--- config.mk ---
export PLATFORM = sky130hd
export DESIGN_NAME = first_fit_block_allocator_flat
export DESIGN_NICKNAME = d
export VERILOG_FILES = /design/src/hw/rtl/ffba_pkg.sv /design/src/hw/rtl/ffba_if.sv /design/src/hw/rtl/ffba_table.sv /design/src/hw/rtl/first_fit_block_allocator.sv /design/src/flat_wrapper.sv
export SDC_FILE = /design/constraint.sdc
export NUM_CORES = 1
export LEC_CHECK = 0
export ABC_AREA = 0
export BUFFER_PORTS_ARGS = -buffer_cell sky130_fd_sc_hd__clkbuf_2
export CORE_MARGIN = 8
export CORE_UTILIZATION = 35
export CTS_CLUSTER_DIAMETER = 50
export DETAILED_ROUTE_END_ITERATION = 12
export PLACE_DENSITY_LB_ADDON = 0.1
export SLEW_MARGIN = 20
export SYNTH_ARGS = -nofsm -noshare
export SYNTH_HDL_FRONTEND = slang
export SYNTH_SLANG_ARGS = --single-unit
--- constraint.sdc ---
create_clock -name clk -period 12.4 [get_ports clk]
set_input_delay 0 -clock clk [delete_from_list [all_inputs] [get_ports clk]]
set_output_delay 0 -clock clk [all_outputs]
set_load 0.05 [all_outputs]
--- src/hw/rtl/ffba_pkg.sv ---
// Shared constants and types for the first-fit block allocator.
// No dependencies; every other file in hw/rtl refers to this package by scoped names.

package ffba_pkg;

  // Default parameter values for the top level.
  localparam int NUM_BLOCKS_DEF = 16;
  localparam int SIZE_BITS_DEF  = 16;

  // Fixed field widths.
  localparam int IDX_BITS = 4;
  localparam int PID_BITS = 8;
  localparam int CFG_BITS = 5;

  // Request action codes. The unused code is handled as a read.
  localparam logic [1:0] ACT_LOAD  = 2'd0;
  localparam logic [1:0] ACT_ALLOC = 2'd1;
  localparam logic [1:0] ACT_READ  = 2'd2;
  localparam logic [1:0] ACT_SPARE = 2'd3;

  typedef enum logic [1:0] {
    STAT_OK    = 2'd0,
    STAT_NOFIT = 2'd1,
    STAT_RANGE = 2'd2
  } status_t;

  typedef enum logic [1:0] {
    ST_IDLE,
    ST_SCAN,
    ST_FETCH,
    ST_EMIT
  } state_t;

  // Strobes from the controller to the block table.
  typedef struct packed {
    logic rd_en;
    logic wr_en;
  } mem_ctl_t;

endpackage

--- src/hw/rtl/ffba_if.sv ---
// Valid/ready channel interfaces for allocator requests and responses.
// Depends on ffba_pkg for field widths and defaults.

interface ffba_req_if #(
  parameter int SIZE_BITS = ffba_pkg::SIZE_BITS_DEF
);
  logic                          valid;
  logic                          ready;
  logic [1:0]                    action;
  logic [ffba_pkg::IDX_BITS-1:0] block_index;
  logic [SIZE_BITS-1:0]          size_kb;
  logic [ffba_pkg::PID_BITS-1:0] process_id;

  modport source (output valid, output action, output block_index, output size_kb,
                  output process_id, input ready);
  modport sink   (input valid, input action, input block_index, input size_kb,
                  input process_id, output ready);
endinterface

interface ffba_rsp_if #(
  parameter int SIZE_BITS = ffba_pkg::SIZE_BITS_DEF
);
  logic                          valid;
  logic                          ready;
  logic [1:0]                    status;
  logic [ffba_pkg::IDX_BITS-1:0] chosen_block;
  logic [SIZE_BITS-1:0]          remaining_kb;
  logic [SIZE_BITS-1:0]          original_kb;
  logic [ffba_pkg::PID_BITS-1:0] owner;

  modport source (output valid, output status, output chosen_block, output remaining_kb,
                  output original_kb, output owner, input ready);
  modport sink   (input valid, input status, input chosen_block, input remaining_kb,
                  input original_kb, input owner, output ready);
endinterface

--- src/hw/rtl/ffba_table.sv ---
// Block table: one synchronous memory holding remaining size, original size and owner.
// Depends on ffba_pkg for the control struct and the owner width.

module ffba_table #(
  parameter int DEPTH     = ffba_pkg::NUM_BLOCKS_DEF,
  parameter int SIZE_BITS = ffba_pkg::SIZE_BITS_DEF,
  parameter int AW        = 4
) (
  input  logic                          clk,
  input  logic                          rst,
  input  ffba_pkg::mem_ctl_t            ctl,
  input  logic [AW-1:0]                 rd_addr,
  input  logic [AW-1:0]                 wr_addr,
  input  logic [SIZE_BITS-1:0]          wr_rem,
  input  logic [SIZE_BITS-1:0]          wr_orig,
  input  logic [ffba_pkg::PID_BITS-1:0] wr_owner,
  output logic [SIZE_BITS-1:0]          rd_rem,
  output logic [SIZE_BITS-1:0]          rd_orig,
  output logic [ffba_pkg::PID_BITS-1:0] rd_owner
);

  localparam int EW = 2 * SIZE_BITS + ffba_pkg::PID_BITS;

  logic [EW-1:0]    mem [DEPTH];
  logic [EW-1:0]    rd_q;
  logic             rd_vld_q;
  // An entry never written reads as free.
  logic [DEPTH-1:0] written;

  always_ff @(posedge clk) begin
    if (ctl.wr_en) begin
      mem[wr_addr] <= {wr_rem, wr_orig, wr_owner};
    end
    if (ctl.rd_en) begin
      rd_q     <= mem[rd_addr];
      rd_vld_q <= written[rd_addr];
    end
  end

  always_ff @(posedge clk) begin
    if (rst) begin
      written <= '0;
    end else if (ctl.wr_en) begin
      written[wr_addr] <= 1'b1;
    end
  end

  assign rd_rem   = rd_q[EW-1 -: SIZE_BITS];
  assign rd_orig  = rd_q[ffba_pkg::PID_BITS +: SIZE_BITS];
  assign rd_owner = rd_vld_q ? rd_q[ffba_pkg::PID_BITS-1:0] : '0;

endmodule

--- src/hw/rtl/first_fit_block_allocator.sv ---
// Top level of the first-fit fixed-partition block allocator.
// Depends on ffba_pkg, the channel interfaces in ffba_if.sv and the block table ffba_table.
//
//   Channel   Dir   Handshake          Contents
//   req       in    valid/ready        action, block_index, size_kb, process_id
//   rsp       out   valid/ready        status, chosen_block, remaining_kb, original_kb, owner
//   cfg       in    cfg_we only        cfg_data = blocks in use
//
// A load, or a request whose index is beyond the blocks in use, is staged at acceptance
// and moves to the output register from ST_EMIT; a read first passes ST_FETCH for the
// table read; an allocation scans in ST_SCAN, one block per cycle, up to the blocks in use.
// The next request is taken back in ST_IDLE. Reset is synchronous and active high; it
// clears the controller, the output valid and the per-block written flags, so every block
// starts free. A finished response waits while the output register is full, stalling input.

module first_fit_block_allocator #(
  parameter int NUM_BLOCKS = ffba_pkg::NUM_BLOCKS_DEF,
  parameter int SIZE_BITS  = ffba_pkg::SIZE_BITS_DEF
) (
  input  logic                          clk,
  input  logic                          rst,
  input  logic                          cfg_we,
  input  logic [ffba_pkg::CFG_BITS-1:0] cfg_data,
  ffba_req_if.sink                      req,
  ffba_rsp_if.source                    rsp
);

  // Table address width, and a count width that can hold NUM_BLOCKS itself.
  localparam int AW = (NUM_BLOCKS > 1) ? $clog2(NUM_BLOCKS) : 1;
  localparam int CW = $clog2(NUM_BLOCKS + 1);
  localparam int PW = ffba_pkg::PID_BITS;
  localparam int IW = ffba_pkg::IDX_BITS;

  // Configuration register.
  logic [ffba_pkg::CFG_BITS-1:0] blocks_in_use;

  always_ff @(posedge clk) begin
    if (rst) begin
      blocks_in_use <= '0;
    end else if (cfg_we) begin
      blocks_in_use <= cfg_data;
    end
  end

  // Active block count, saturated to the table depth.
  logic [CW-1:0] count_c;
  logic          in_range;

  assign count_c  = (9'(blocks_in_use) > 9'(NUM_BLOCKS)) ? CW'(NUM_BLOCKS)
                                                         : CW'(blocks_in_use);
  assign in_range = 9'(req.block_index) < 9'(count_c);

  // Controller state and the fields of the request being worked on.
  ffba_pkg::state_t state, state_next;
  logic [SIZE_BITS-1:0] size_q;
  logic [PW-1:0]        pid_q;
  logic [IW-1:0]        idx_q;
  logic [CW-1:0]        count_q;
  logic [CW-1:0]        scan_idx;
  logic [CW-1:0]        next_idx;

  // Table port signals.
  ffba_pkg::mem_ctl_t   ctl;
  logic [AW-1:0]        rd_addr, wr_addr;
  logic [SIZE_BITS-1:0] wr_rem, wr_orig, rd_rem, rd_orig;
  logic [PW-1:0]        wr_owner, rd_owner;
  logic                 fit;

  // Staged response, held until the output register has room.
  logic                 stage_ld;
  ffba_pkg::status_t    st_status, st_status_next;
  logic [IW-1:0]        st_blk, st_blk_next;
  logic [SIZE_BITS-1:0] st_rem, st_rem_next, st_orig, st_orig_next;
  logic [PW-1:0]        st_own, st_own_next;
  logic                 scan_ld;
  logic [CW-1:0]        scan_idx_next;

  // Output register.
  logic                 out_valid;
  logic                 out_free;
  ffba_pkg::status_t    out_status;
  logic [IW-1:0]        out_blk;
  logic [SIZE_BITS-1:0] out_rem, out_orig;
  logic [PW-1:0]        out_own;

  ffba_table #(
    .DEPTH     (NUM_BLOCKS),
    .SIZE_BITS (SIZE_BITS),
    .AW        (AW)
  ) u_table (
    .clk      (clk),
    .rst      (rst),
    .ctl      (ctl),
    .rd_addr  (rd_addr),
    .wr_addr  (wr_addr),
    .wr_rem   (wr_rem),
    .wr_orig  (wr_orig),
    .wr_owner (wr_owner),
    .rd_rem   (rd_rem),
    .rd_orig  (rd_orig),
    .rd_owner (rd_owner)
  );

  assign next_idx = scan_idx + 1'b1;
  // During a scan the table output holds the block at scan_idx. A block is taken when it
  // is free and still has at least the requested space.
  assign fit      = (rd_owner == '0) && (rd_rem >= size_q);
  assign out_free = !out_valid || rsp.ready;

  // Next-state logic.
  always_comb begin
    state_next = state;
    case (state)
      ffba_pkg::ST_IDLE: begin
        if (req.valid) begin
          case (req.action)
            ffba_pkg::ACT_ALLOC: begin
              state_next = (count_c == '0) ? ffba_pkg::ST_EMIT : ffba_pkg::ST_SCAN;
            end
            ffba_pkg::ACT_LOAD: begin
              state_next = ffba_pkg::ST_EMIT;
            end
            default: begin
              state_next = in_range ? ffba_pkg::ST_FETCH : ffba_pkg::ST_EMIT;
            end
          endcase
        end
      end
      ffba_pkg::ST_SCAN: begin
        if (fit || (next_idx == count_q)) begin
          state_next = ffba_pkg::ST_EMIT;
        end
      end
      ffba_pkg::ST_FETCH: begin
        state_next = ffba_pkg::ST_EMIT;
      end
      ffba_pkg::ST_EMIT: begin
        if (out_free) begin
          state_next = ffba_pkg::ST_IDLE;
        end
      end
      default: begin
        state_next = ffba_pkg::ST_IDLE;
      end
    endcase
  end

  // Output logic: table accesses, response staging and scan pointer updates.
  always_comb begin
    req.ready      = 1'b0;
    ctl            = '0;
    rd_addr        = AW'(req.block_index);
    wr_addr        = AW'(req.block_index);
    wr_rem         = req.size_kb;
    wr_orig        = req.size_kb;
    wr_owner       = '0;
    stage_ld       = 1'b0;
    st_status_next = ffba_pkg::STAT_OK;
    st_blk_next    = req.block_index;
    st_rem_next    = '0;
    st_orig_next   = '0;
    st_own_next    = '0;
    scan_ld        = 1'b0;
    scan_idx_next  = '0;
    case (state)
      ffba_pkg::ST_IDLE: begin
        req.ready = 1'b1;
        if (req.valid) begin
          case (req.action)
            ffba_pkg::ACT_ALLOC: begin
              if (count_c == '0) begin
                stage_ld       = 1'b1;
                st_status_next = ffba_pkg::STAT_NOFIT;
                st_blk_next    = '0;
              end else begin
                ctl.rd_en = 1'b1;
                rd_addr   = '0;
                scan_ld   = 1'b1;
              end
            end
            ffba_pkg::ACT_LOAD: begin
              stage_ld = 1'b1;
              if (in_range) begin
                // A load sets both sizes and frees the block.
                ctl.wr_en    = 1'b1;
                st_rem_next  = req.size_kb;
                st_orig_next = req.size_kb;
              end else begin
                st_status_next = ffba_pkg::STAT_RANGE;
              end
            end
            default: begin
              if (in_range) begin
                ctl.rd_en = 1'b1;
              end else begin
                stage_ld       = 1'b1;
                st_status_next = ffba_pkg::STAT_RANGE;
              end
            end
          endcase
        end
      end
      ffba_pkg::ST_SCAN: begin
        if (fit) begin
          // Grant: the leftover stays with the block and is reused only if the owner is zero.
          ctl.wr_en    = 1'b1;
          wr_addr      = scan_idx[AW-1:0];
          wr_rem       = rd_rem - size_q;
          wr_orig      = rd_orig;
          wr_owner     = pid_q;
          stage_ld     = 1'b1;
          st_blk_next  = IW'(scan_idx);
          st_rem_next  = rd_rem - size_q;
          st_orig_next = rd_orig;
          st_own_next  = pid_q;
        end else if (next_idx == count_q) begin
          stage_ld       = 1'b1;
          st_status_next = ffba_pkg::STAT_NOFIT;
          st_blk_next    = '0;
        end else begin
          ctl.rd_en     = 1'b1;
          rd_addr       = next_idx[AW-1:0];
          scan_ld       = 1'b1;
          scan_idx_next = next_idx;
        end
      end
      ffba_pkg::ST_FETCH: begin
        stage_ld     = 1'b1;
        st_blk_next  = idx_q;
        st_rem_next  = rd_rem;
        st_orig_next = rd_orig;
        st_own_next  = rd_owner;
      end
      default: begin
      end
    endcase
  end

  always_ff @(posedge clk) begin
    if (rst) begin
      state <= ffba_pkg::ST_IDLE;
    end else begin
      state <= state_next;
    end
  end

  // Request fields are captured at acceptance; these payload registers need no reset.
  always_ff @(posedge clk) begin
    if (req.valid && req.ready) begin
      size_q  <= req.size_kb;
      pid_q   <= req.process_id;
      idx_q   <= req.block_index;
      count_q <= count_c;
    end
    if (scan_ld) begin
      scan_idx <= scan_idx_next;
    end
    if (stage_ld) begin
      st_status <= st_status_next;
      st_blk    <= st_blk_next;
      st_rem    <= st_rem_next;
      st_orig   <= st_orig_next;
      st_own    <= st_own_next;
    end
  end

  // The output register is loaded from the staged response when it is empty or draining.
  always_ff @(posedge clk) begin
    if (rst) begin
      out_valid <= 1'b0;
    end else if ((state == ffba_pkg::ST_EMIT) && out_free) begin
      out_valid <= 1'b1;
    end else if (rsp.ready) begin
      out_valid <= 1'b0;
    end
  end

  always_ff @(posedge clk) begin
    if ((state == ffba_pkg::ST_EMIT) && out_free) begin
      out_status <= st_status;
      out_blk    <= st_blk;
      out_rem    <= st_rem;
      out_orig   <= st_orig;
      out_own    <= st_own;
    end
  end

  assign rsp.valid        = out_valid;
  assign rsp.status       = out_status;
  assign rsp.chosen_block = out_blk;
  assign rsp.remaining_kb = out_rem;
  assign rsp.original_kb  = out_orig;
  assign rsp.owner        = out_own;

endmodule

--- src/flat_wrapper.sv ---
// flat-port wrapper written by rule: the top's interface ports become plain ports
module first_fit_block_allocator_flat 
#(
  parameter int NUM_BLOCKS = ffba_pkg::NUM_BLOCKS_DEF,
  parameter int SIZE_BITS  = ffba_pkg::SIZE_BITS_DEF
)
  (clk, rst, cfg_we, cfg_data, req_valid, req_action, req_block_index, req_size_kb, req_process_id, req_ready, rsp_valid, rsp_status, rsp_chosen_block, rsp_remaining_kb, rsp_original_kb, rsp_owner, rsp_ready);
  ffba_req_if #(.SIZE_BITS(SIZE_BITS)) req_i ();
  ffba_rsp_if #(.SIZE_BITS(SIZE_BITS)) rsp_i ();
  input  logic clk;
  input  logic rst;
  input  logic cfg_we;
  input  logic [ffba_pkg::CFG_BITS-1:0] cfg_data;
  input wire logic [$bits(req_i.valid)-1:0] req_valid;
  input wire logic [$bits(req_i.action)-1:0] req_action;
  input wire logic [$bits(req_i.block_index)-1:0] req_block_index;
  input wire logic [$bits(req_i.size_kb)-1:0] req_size_kb;
  input wire logic [$bits(req_i.process_id)-1:0] req_process_id;
  output wire logic [$bits(req_i.ready)-1:0] req_ready;
  output wire logic [$bits(rsp_i.valid)-1:0] rsp_valid;
  output wire logic [$bits(rsp_i.status)-1:0] rsp_status;
  output wire logic [$bits(rsp_i.chosen_block)-1:0] rsp_chosen_block;
  output wire logic [$bits(rsp_i.remaining_kb)-1:0] rsp_remaining_kb;
  output wire logic [$bits(rsp_i.original_kb)-1:0] rsp_original_kb;
  output wire logic [$bits(rsp_i.owner)-1:0] rsp_owner;
  input wire logic [$bits(rsp_i.ready)-1:0] rsp_ready;
  assign req_i.valid = req_valid;
  assign req_i.action = req_action;
  assign req_i.block_index = req_block_index;
  assign req_i.size_kb = req_size_kb;
  assign req_i.process_id = req_process_id;
  assign req_ready = req_i.ready;
  assign rsp_valid = rsp_i.valid;
  assign rsp_status = rsp_i.status;
  assign rsp_chosen_block = rsp_i.chosen_block;
  assign rsp_remaining_kb = rsp_i.remaining_kb;
  assign rsp_original_kb = rsp_i.original_kb;
  assign rsp_owner = rsp_i.owner;
  assign rsp_i.ready = rsp_ready;
  first_fit_block_allocator #(.NUM_BLOCKS(NUM_BLOCKS), .SIZE_BITS(SIZE_BITS)) u_core (.clk(clk), .rst(rst), .cfg_we(cfg_we), .cfg_data(cfg_data), .req(req_i), .rsp(rsp_i));
endmodule
==> results of run 1 <==
==> state kept, by name (all words and copies together), names as in the netlist, 4 cells and up <==
signal	flops
u_core.u_table.rd_q	40
u_core.rsp.original_kb	16
u_core.st_blk	4
u_core.blocks_in_use	5
u_core.scan_idx	5
u_core.u_table.mem	640
u_core.size_q	16
u_core.rsp.remaining_kb	16
u_core.st_own	8
u_core.idx_q	4
u_core.u_table.written	16
u_core.st_rem	16
u_core.rsp.chosen_block	4
u_core.st_orig	16
u_core.count_q	5
u_core.pid_q	8
u_core.rsp.owner	8
==> timing repair <==
action	in CTS	in global routing
hold endpoints to repair	90	0
hold buffers	50	0
resized for setup	0	0
==> routing by layer <==
metal / part of all wire / track usage / up-vias
met3: 0.069 / 0.0337 / 149
met5: 0 / 0 / -
li1: - / - / 8947
met4: 0.023 / 0.0526 / 0
met2: 0.45 / 0.294 / 769
met1: 0.45 / 0.266 / 10400
==> per-stage QoR <==
stage          instance area [um^2]  utilization  setup WS, ps  cells
3_5_place_dp                  35800        0.371          6610   3455
5_1_grt                       39900        0.414          6300   3702
4_1_cts                       39900        0.414          6600   3702
2_1_floorplan                 33900            -          7330   2188
6_report                      39900        0.414          6550   3704
3_3_place_gp                  35800        0.371          6680   3455
==> worst max-delay path by stage <==
stage	cells after the start	slack, ps	endpoint	startpoint
final	16	6550	u_core.u_table.rd_q[35]	u_core.u_table.rd_q[24]
after global routing	16	6300	u_core.u_table.rd_q[35]	u_core.u_table.rd_q[24]
after CTS	16	6600	u_core.u_table.rd_q[35]	u_core.u_table.rd_q[24]
after detailed placement	16	6610	u_core.u_table.rd_q[35]	u_core.u_table.rd_q[24]
after global placement	15	6680	u_core.u_table.rd_q[34]	u_core.u_table.rd_q[24]
after floorplan	9	7330	u_core.u_table.rd_q[0]	u_core.blocks_in_use[4]
==> power breakdown <==
part | switching (W) | internal (W)
registers | 0.000172 | 0.00359
clock network | 0.00121 | 0.00197
logic | 0.00174 | 0.000779
==> worst register-to-register path: stages, from the launching register on <==
cell and delay, ps:
edfxtp_1 400, inv_1 60, ha_1 210, inv_1 80, fa_1 220, nand3_1 140, a311oi_1 300, a21oi_1 120
a211oi_2 190, buf_4 350, or4_4 380, clkinv_4 470, nor2_4 720, buf_4 760, nand2_4 680, o22a_1 480
nand4_1 140
==> Yosys cell counts (9+ instances only) <==
| cell type | number | share of area |
|---|---|---|
| o21ai_0 | 95 | 0.014 |
| nor2_1 | 61 | 0.0067 |
| dfxtp_1 | 24 | 0.014 |
| a31oi_1 | 15 | 0.0028 |
| buf_6 | 11 | 0.0037 |
| nand2_1 | 138 | 0.015 |
| and2_1 | 18 | 0.0033 |
| o22a_1 | 38 | 0.0098 |
| a222oi_1 | 38 | 0.011 |
| ha_1 | 25 | 0.0092 |
| clkbuf_1 | 81 | 0.0090 |
| and3_1 | 92 | 0.017 |
| nor2b_1 | 16 | 0.0030 |
| a211o_1 | 40 | 0.010 |
| a211oi_1 | 44 | 0.0097 |
| a21oi_1 | 102 | 0.015 |
| buf_2 | 38 | 0.0056 |
| inv_1 | 30 | 0.0033 |
| mux2_4 | 15 | 0.0066 |
| mux2i_1 | 130 | 0.038 |
| mux2_2 | 53 | 0.018 |
| o21a_1 | 10 | 0.0022 |
| nand4_1 | 45 | 0.0083 |
| mux2_1 | 9 | 0.0030 |
| edfxtp_1 | 811 | 0.72 |
| nand3_1 | 66 | 0.0097 |
| o21ai_1 | 11 | 0.0016 |
==> cell families after synthesis <==
| family | synth area share |
|---|---|
| fa+ha+maj | 0.00981 |
| flops | 0.732 |
| xor+xnor | 0.00468 |
| compound gates | 0.0917 |
| buf+inv | 0.0232 |
| mux | 0.0656 |
| simple gates | 0.0731 |
==> area by class of cell <==
class,instances,area share
Sequential cell,835,0.622
Multi-Input combinational cell,1182,0.212
Clock buffer,131,0.0714
Tap cell,1276,0.0400
Timing Repair Buffer,181,0.0317
Clock inverter,66,0.0203
Inverter,31,0.00304
Antenna cell,2,0.000125
==> results.tsv, run 1 <==
stage	metric	value	unit
drt	final antenna-violating net count	0	
clock_network	clk sink count	835	
clock_network	Clock Path Buffers	3	
power	total power	0.00946	W
worst_setup_path	R2R cell count	16	
global_routing	antenna violations before repair	4	
drt	Vias	20300	
worst_setup_path	Worst EP arrival	6340	ps
timing	Final period util	0.472	
timing	Min Clock Period, post-route	5850	ps
worst_setup_path	critical path startpoint category	register	
layout	layout cell share with drive strength beyond 1	0.169	
floorplan	chip height	327	um
worst_setup_path	Setup Crit Path Kind	reg2reg	
worst_setup_path	CP delay by family, top	simple AND/OR/NAND/NOR gates	
yosys	Synth Flop Type	edfxtp_1	
clock_network	Clk Latency, worst-skew pair	660	ps
timing	Relative slew margins	0.228	
place	port bufs	87	
timing	final count of hold timing violations	0	
global_routing	largest net degree at the start of global routing	72	
timing	Finish-stage setup viols	0	
yosys	synth unique cells	73	
layout	number of fill cells in the layout	8802	
global_routing	first-pass GRT wire length	148000	um
timing	fmax	171	MHz
layout	Sequential cell area	24800	um^2
timing	fin. max-slew vios	0	
worst_hold_path	worst hold start	req_process_id[4]	
worst_setup_path	WP buf/inv	5	
worst_setup_path	crit path capture type	register	
yosys	mapped cell area	33900	um^2
place	post-DP HPWL	54800	um
worst_hold_path	Worst Hold End	u_core.pid_q[4]	
worst_setup_path	max incr delay on CP	740	ps
floorplan	width of the die	327	um
worst_setup_path	Reg2Reg Setup Slack	6550	ps
floorplan	row count	114	
power	PD cells	237	nW/um^2
yosys	synthesized instance count	2188	
layout	most frequent cells in the layout	811 x edfxtp_1, 135 x nand2_1, 130 x mux2i_1, 111 x clkbuf_16, 101 x a21oi_1	
layout	most common cell after layout, fill and taps aside	edfxtp_1	
outcome	outcome	finished, final reports clean	
layout	Area Overhead vs Synth	17.7	%
drt	DR pass1 iterations	6	
clock_network	H-tree levels	3	
worst_setup_path	CP max stage cell	buf_4	
layout	footprint of the multi-input gates	8450	um^2
floorplan	total I/O pin count	88	
worst_hold_path	Hold Path Depth	2	
drt	DR vias/cell	5.48	
yosys	Seq/Total Area, Yosys	0.732	
worst_setup_path	cells along the critical path	inv_1 > ha_1 > inv_1 > fa_1 > nand3_1 > a311oi_1 > a21oi_1 > a211oi_2 > buf_4 > or4_4 > clkinv_4 > nor2_4 > buf_4 > nand2_4 > o22a_1 > nand4_1	
timing	Setup Skew	27.8	ps
clock_network	clk slew on worst S/H paths	60	ps
global_routing	GRT Resource Usage Total	0.187	
drt	Routed WL	103000	um
clock_network	Setup Buffers After CTS	0	
floorplan	starting density of the core	0.352	
yosys	number of synthesized flops with an enable pin	811	
drt	Post-route DRC	0	
drt	Routed WL per cell	27.7	um
clock_network	TritonCTS Buffers	107	
timing	Worst-Margin Slew	1150	ps
worst_setup_path	CP Max Fanout	46	
power	VDD IR max	116	uV
worst_setup_path	r2r endpoint	u_core.u_table.rd_q[35]	
yosys	Seq cells post-synth	835	
worst_hold_path	Hold Crit Class	in2reg	
timing	unrepaired setup endpoints after global routing	false	
floorplan	die area	107000	um^2
clock_network	CTS tree	yes	
global_routing	grt total ovfl	0	
yosys	syn avg cell area	15.5	um^2
layout	final net count	2404	
place	routability cong.	0.828	
yosys	FFs w/ async S/R, synth	0	
floorplan	Core Box Area	96400	um^2
timing	setup tns final	0	ps
worst_setup_path	Reg2Reg Launch Point	u_core.u_table.rd_q[24]	
timing	Fin Hold WS	61.2	ps
worst_setup_path	Critical Path RT	12900	ps
yosys	yosys warns	0	
clock_network	root buffer cell	clkbuf_16	
power	P_leak	13.8	nW
global_routing	number of global-route vias before repair	20800	
yosys	post-synth net total	2254	
flow_run	total of max-cap violations	0	
drt	Initial DRC Count	2141	
Note: power is estimated with default switching activity, not from simulation.
==> inputs of run 2 (changes only) <==
==> constraint.sdc (replaced) <==
create_clock -name clk -period 6.1 [get_ports clk]
set_input_delay 0 -clock clk [delete_from_list [all_inputs] [get_ports clk]]
set_output_delay 0 -clock clk [all_outputs]
set_load 0.05 [all_outputs]
==> run 2 against run 1 <==
Effect of this change: global-route usage down 0.33 points; fmax up 15%; die area unchanged; largest cell class unchanged; highest routed layer unchanged.
==> results.tsv, run 2 (synthesis gave the netlist of run 1 again) <==
stage	metric	value	unit	change
outcome	outcome	finished, final reports clean		
layout	final net count	2428		+1.0%
layout	most frequent cells in the layout	811 x edfxtp_1, 135 x nand2_1, 130 x mux2i_1, 103 x clkbuf_16, 101 x a21oi_1		
power	Sequential Power Share	0.400		+0.003
timing	setup tns final	0	ps	unchanged
global_routing	number of global-route vias before repair	20200		-2.7%
global_routing	first-pass GRT wire length	146000	um	-1.4%
clock_network	clk sink count	835		unchanged
worst_setup_path	Reg2Reg Setup Slack	1010	ps	-5540 ps
drt	Routed WL	101000	um	-1.8%
power	net switching power	0.00640	W	+110%
global_routing	GRT Resource Usage Total	0.184		-0.00326
clock_network	TritonCTS Buffers	103		-3.7%
floorplan	starting density of the core	0.352		unchanged
timing	Final period util	0.834		+0.363
clock_network	Clk Latency, worst-skew pair	690	ps	+30 ps
worst_setup_path	crit path capture type	register		
timing	Worst Slack Setup Final	1010	ps	-5540 ps
layout	Final Non-Filler Cells	3726		+0.59%
drt	Routed WL per cell	27.1	um	-2.4%
place	port bufs	87		unchanged
place	dpl cells	3478		+0.67%
flow_run	total of max-cap violations	0		unchanged
layout	number of flip-flops in the largest register	640		unchanged
drt	Initial DRC Count	1783		-17%
worst_setup_path	Critical Path RT	6450	ps	-6450 ps
clock_network	root buffer cell	clkbuf_16		
floorplan	width of the die	327	um	unchanged
layout	Largest Register	u_core.u_table.mem		
global_routing	largest net degree at the start of global routing	75		+4.2%
clock_network	Clock Path Buffers	3		unchanged
timing	Min Clock Period, post-route	5090	ps	-759 ps
clock_network	clk slew on worst S/H paths	60	ps	about the same
floorplan	total I/O pin count	88		unchanged
power	PD cells	476	nW/um^2	+100%
place	routability cong.	0.903		+9.1%
layout	Final Util	0.417		+0.00280
power	Net Sw Frac	0.335		+0.00506
drt	Vias	20400		+0.29%
layout	layout cell share with drive strength beyond 1	0.175		+0.00625
power	Pint	0.0127	W	+100%
floorplan	die area	107000	um^2	unchanged
global_routing	grt total ovfl	0		unchanged
floorplan	chip height	327	um	unchanged
clock_network	H-tree levels	3		unchanged
worst_setup_path	Worst EP arrival	5440	ps	-900 ps
layout	most common cell after layout, fill and taps aside	edfxtp_1		
drt	DR pass1 iterations	5		-1
clock_network	CTS tree	yes		
timing	Relative slew margins	0.231		+0.00383
floorplan	row count	114		unchanged
timing	final count of hold timing violations	0		unchanged
layout	top flop regs	u_core.u_table.mem: 640 flops, u_core.u_table.rd_q: 40 flops		
power	P_leak	13.9	nW	+0.76%
place	pre-CTS setup slack	1010	ps	-5600 ps
timing	Finish-stage setup viols	0		unchanged
clock_network	CTS resizes	0		unchanged
layout	number of fill cells in the layout	8721		-0.92%
power	Clock power frac	0.329		-0.007
timing	fin. max-slew vios	0		unchanged
drt	final antenna-violating net count	0		unchanged
worst_setup_path	CP Max Fanout	34		-26%
worst_setup_path	critical path startpoint category	register		
timing	unrepaired setup endpoints after global routing	false		
drt	DR vias/cell	5.46		-0.30%
layout	Area Overhead vs Synth	18.5	%	
global_routing	antenna violations before repair	4		unchanged
place	post-DP HPWL	60100	um	+9.7%
timing	Setup Skew	34.7	ps	+6.82 ps
timing	Worst-Margin Slew	1140	ps	-5.70 ps
power	Logic pwr share	0.271		+0.005
worst_hold_path	Hold Crit Class	in2reg		
floorplan	Core Box Area	96400	um^2	unchanged
worst_setup_path	Setup Crit Path Kind	reg2reg		
drt	Post-route DRC	0		unchanged
power	VDD IR max	236	uV	+100%
timing	Fin Hold WS	50.4	ps	-10.9 ps
timing	fmax	197	MHz	+15%
==> run 2: cell count changes in the layout (fill, tap and decap cells not counted), moves of 4 or more <==
cell and change:
dlygate4sd3_1 +5, clkbuf_1 -4, buf_4 +11, clkinv_8 +6, buf_12 +12, clkbuf_16 -8
==> run 2: per-layer routing <==
layer | share of wire | vias up | track usage
met2 | 0.45 | 716 | 0.284
met3 | 0.065 | 132 | 0.0326
met1 | 0.47 | 10500 | 0.268
met5 | 0 | - | 0
met4 | 0.018 | 0 | 0.0462
li1 | - | 9030 | -
==> run 2: cell type report <==
cell class	count	area [um^2]	area share
flip-flops and latches	835	24800	0.618
repair buffers	209	1640	0.0408
clock buffers	119	2640	0.0656
clock inverters	72	932	0.0232
inverters	31	121	0.00302
diodes	2	5.00	0.000124
multi-input cells	1182	8440	0.210
well taps	1276	1600	0.0397
==> run 2: what timing repair did <==
item,CTS,global route
hold buffers,55,0
endpoints found under the hold margin,90,0
setup buffers,0,0
setup endpoints to repair,0,0
==> run 2: power groups by stage <==
stage | sequential [W] | combinational [W] | clock, W
global placement | 0.00776 | 0.00512 | 0
global route | 0.00770 | 0.00557 | 0.00666
floorplan | 0.00772 | 0.00325 | 0
CTS | 0.00765 | 0.00520 | 0.00643
finish | 0.00765 | 0.00518 | 0.00630
detailed placement | 0.00776 | 0.00515 | 0
==> run 2: final timing paths <==
kind,from,to,cells after the start
max,u_core.u_table.rd_q[34],u_core.u_table.mem[2][2],10
min,req_process_id[1],u_core.pid_q[1],2
max reg2reg,u_core.u_table.rd_q[34],u_core.u_table.mem[2][2],10
min reg2reg,u_core.st_rem[3],u_core.rsp.remaining_kb[3],0
==> run 2: worst max-delay path, stage by stage, from the launching register on <==
cell and delay [ps]:
edfxtp_1 400, ha_1 390, nand2_1 110, o21ai_1 350
nor2_1 130, a211oi_2 800, nand2_1 160, buf_4 300
o31ai_1 860, and2_2 870, buf_4 390
==> run 2: metrics by stage <==
step / power, W / cell area, um^2
2_1_floorplan: 0.0110 / 33900
3_3_place_gp: 0.0129 / 36100
3_5_place_dp: 0.0129 / 36100
4_1_cts: 0.0193 / 40200
5_1_grt: 0.0199 / 40200
6_report: 0.0191 / 40200
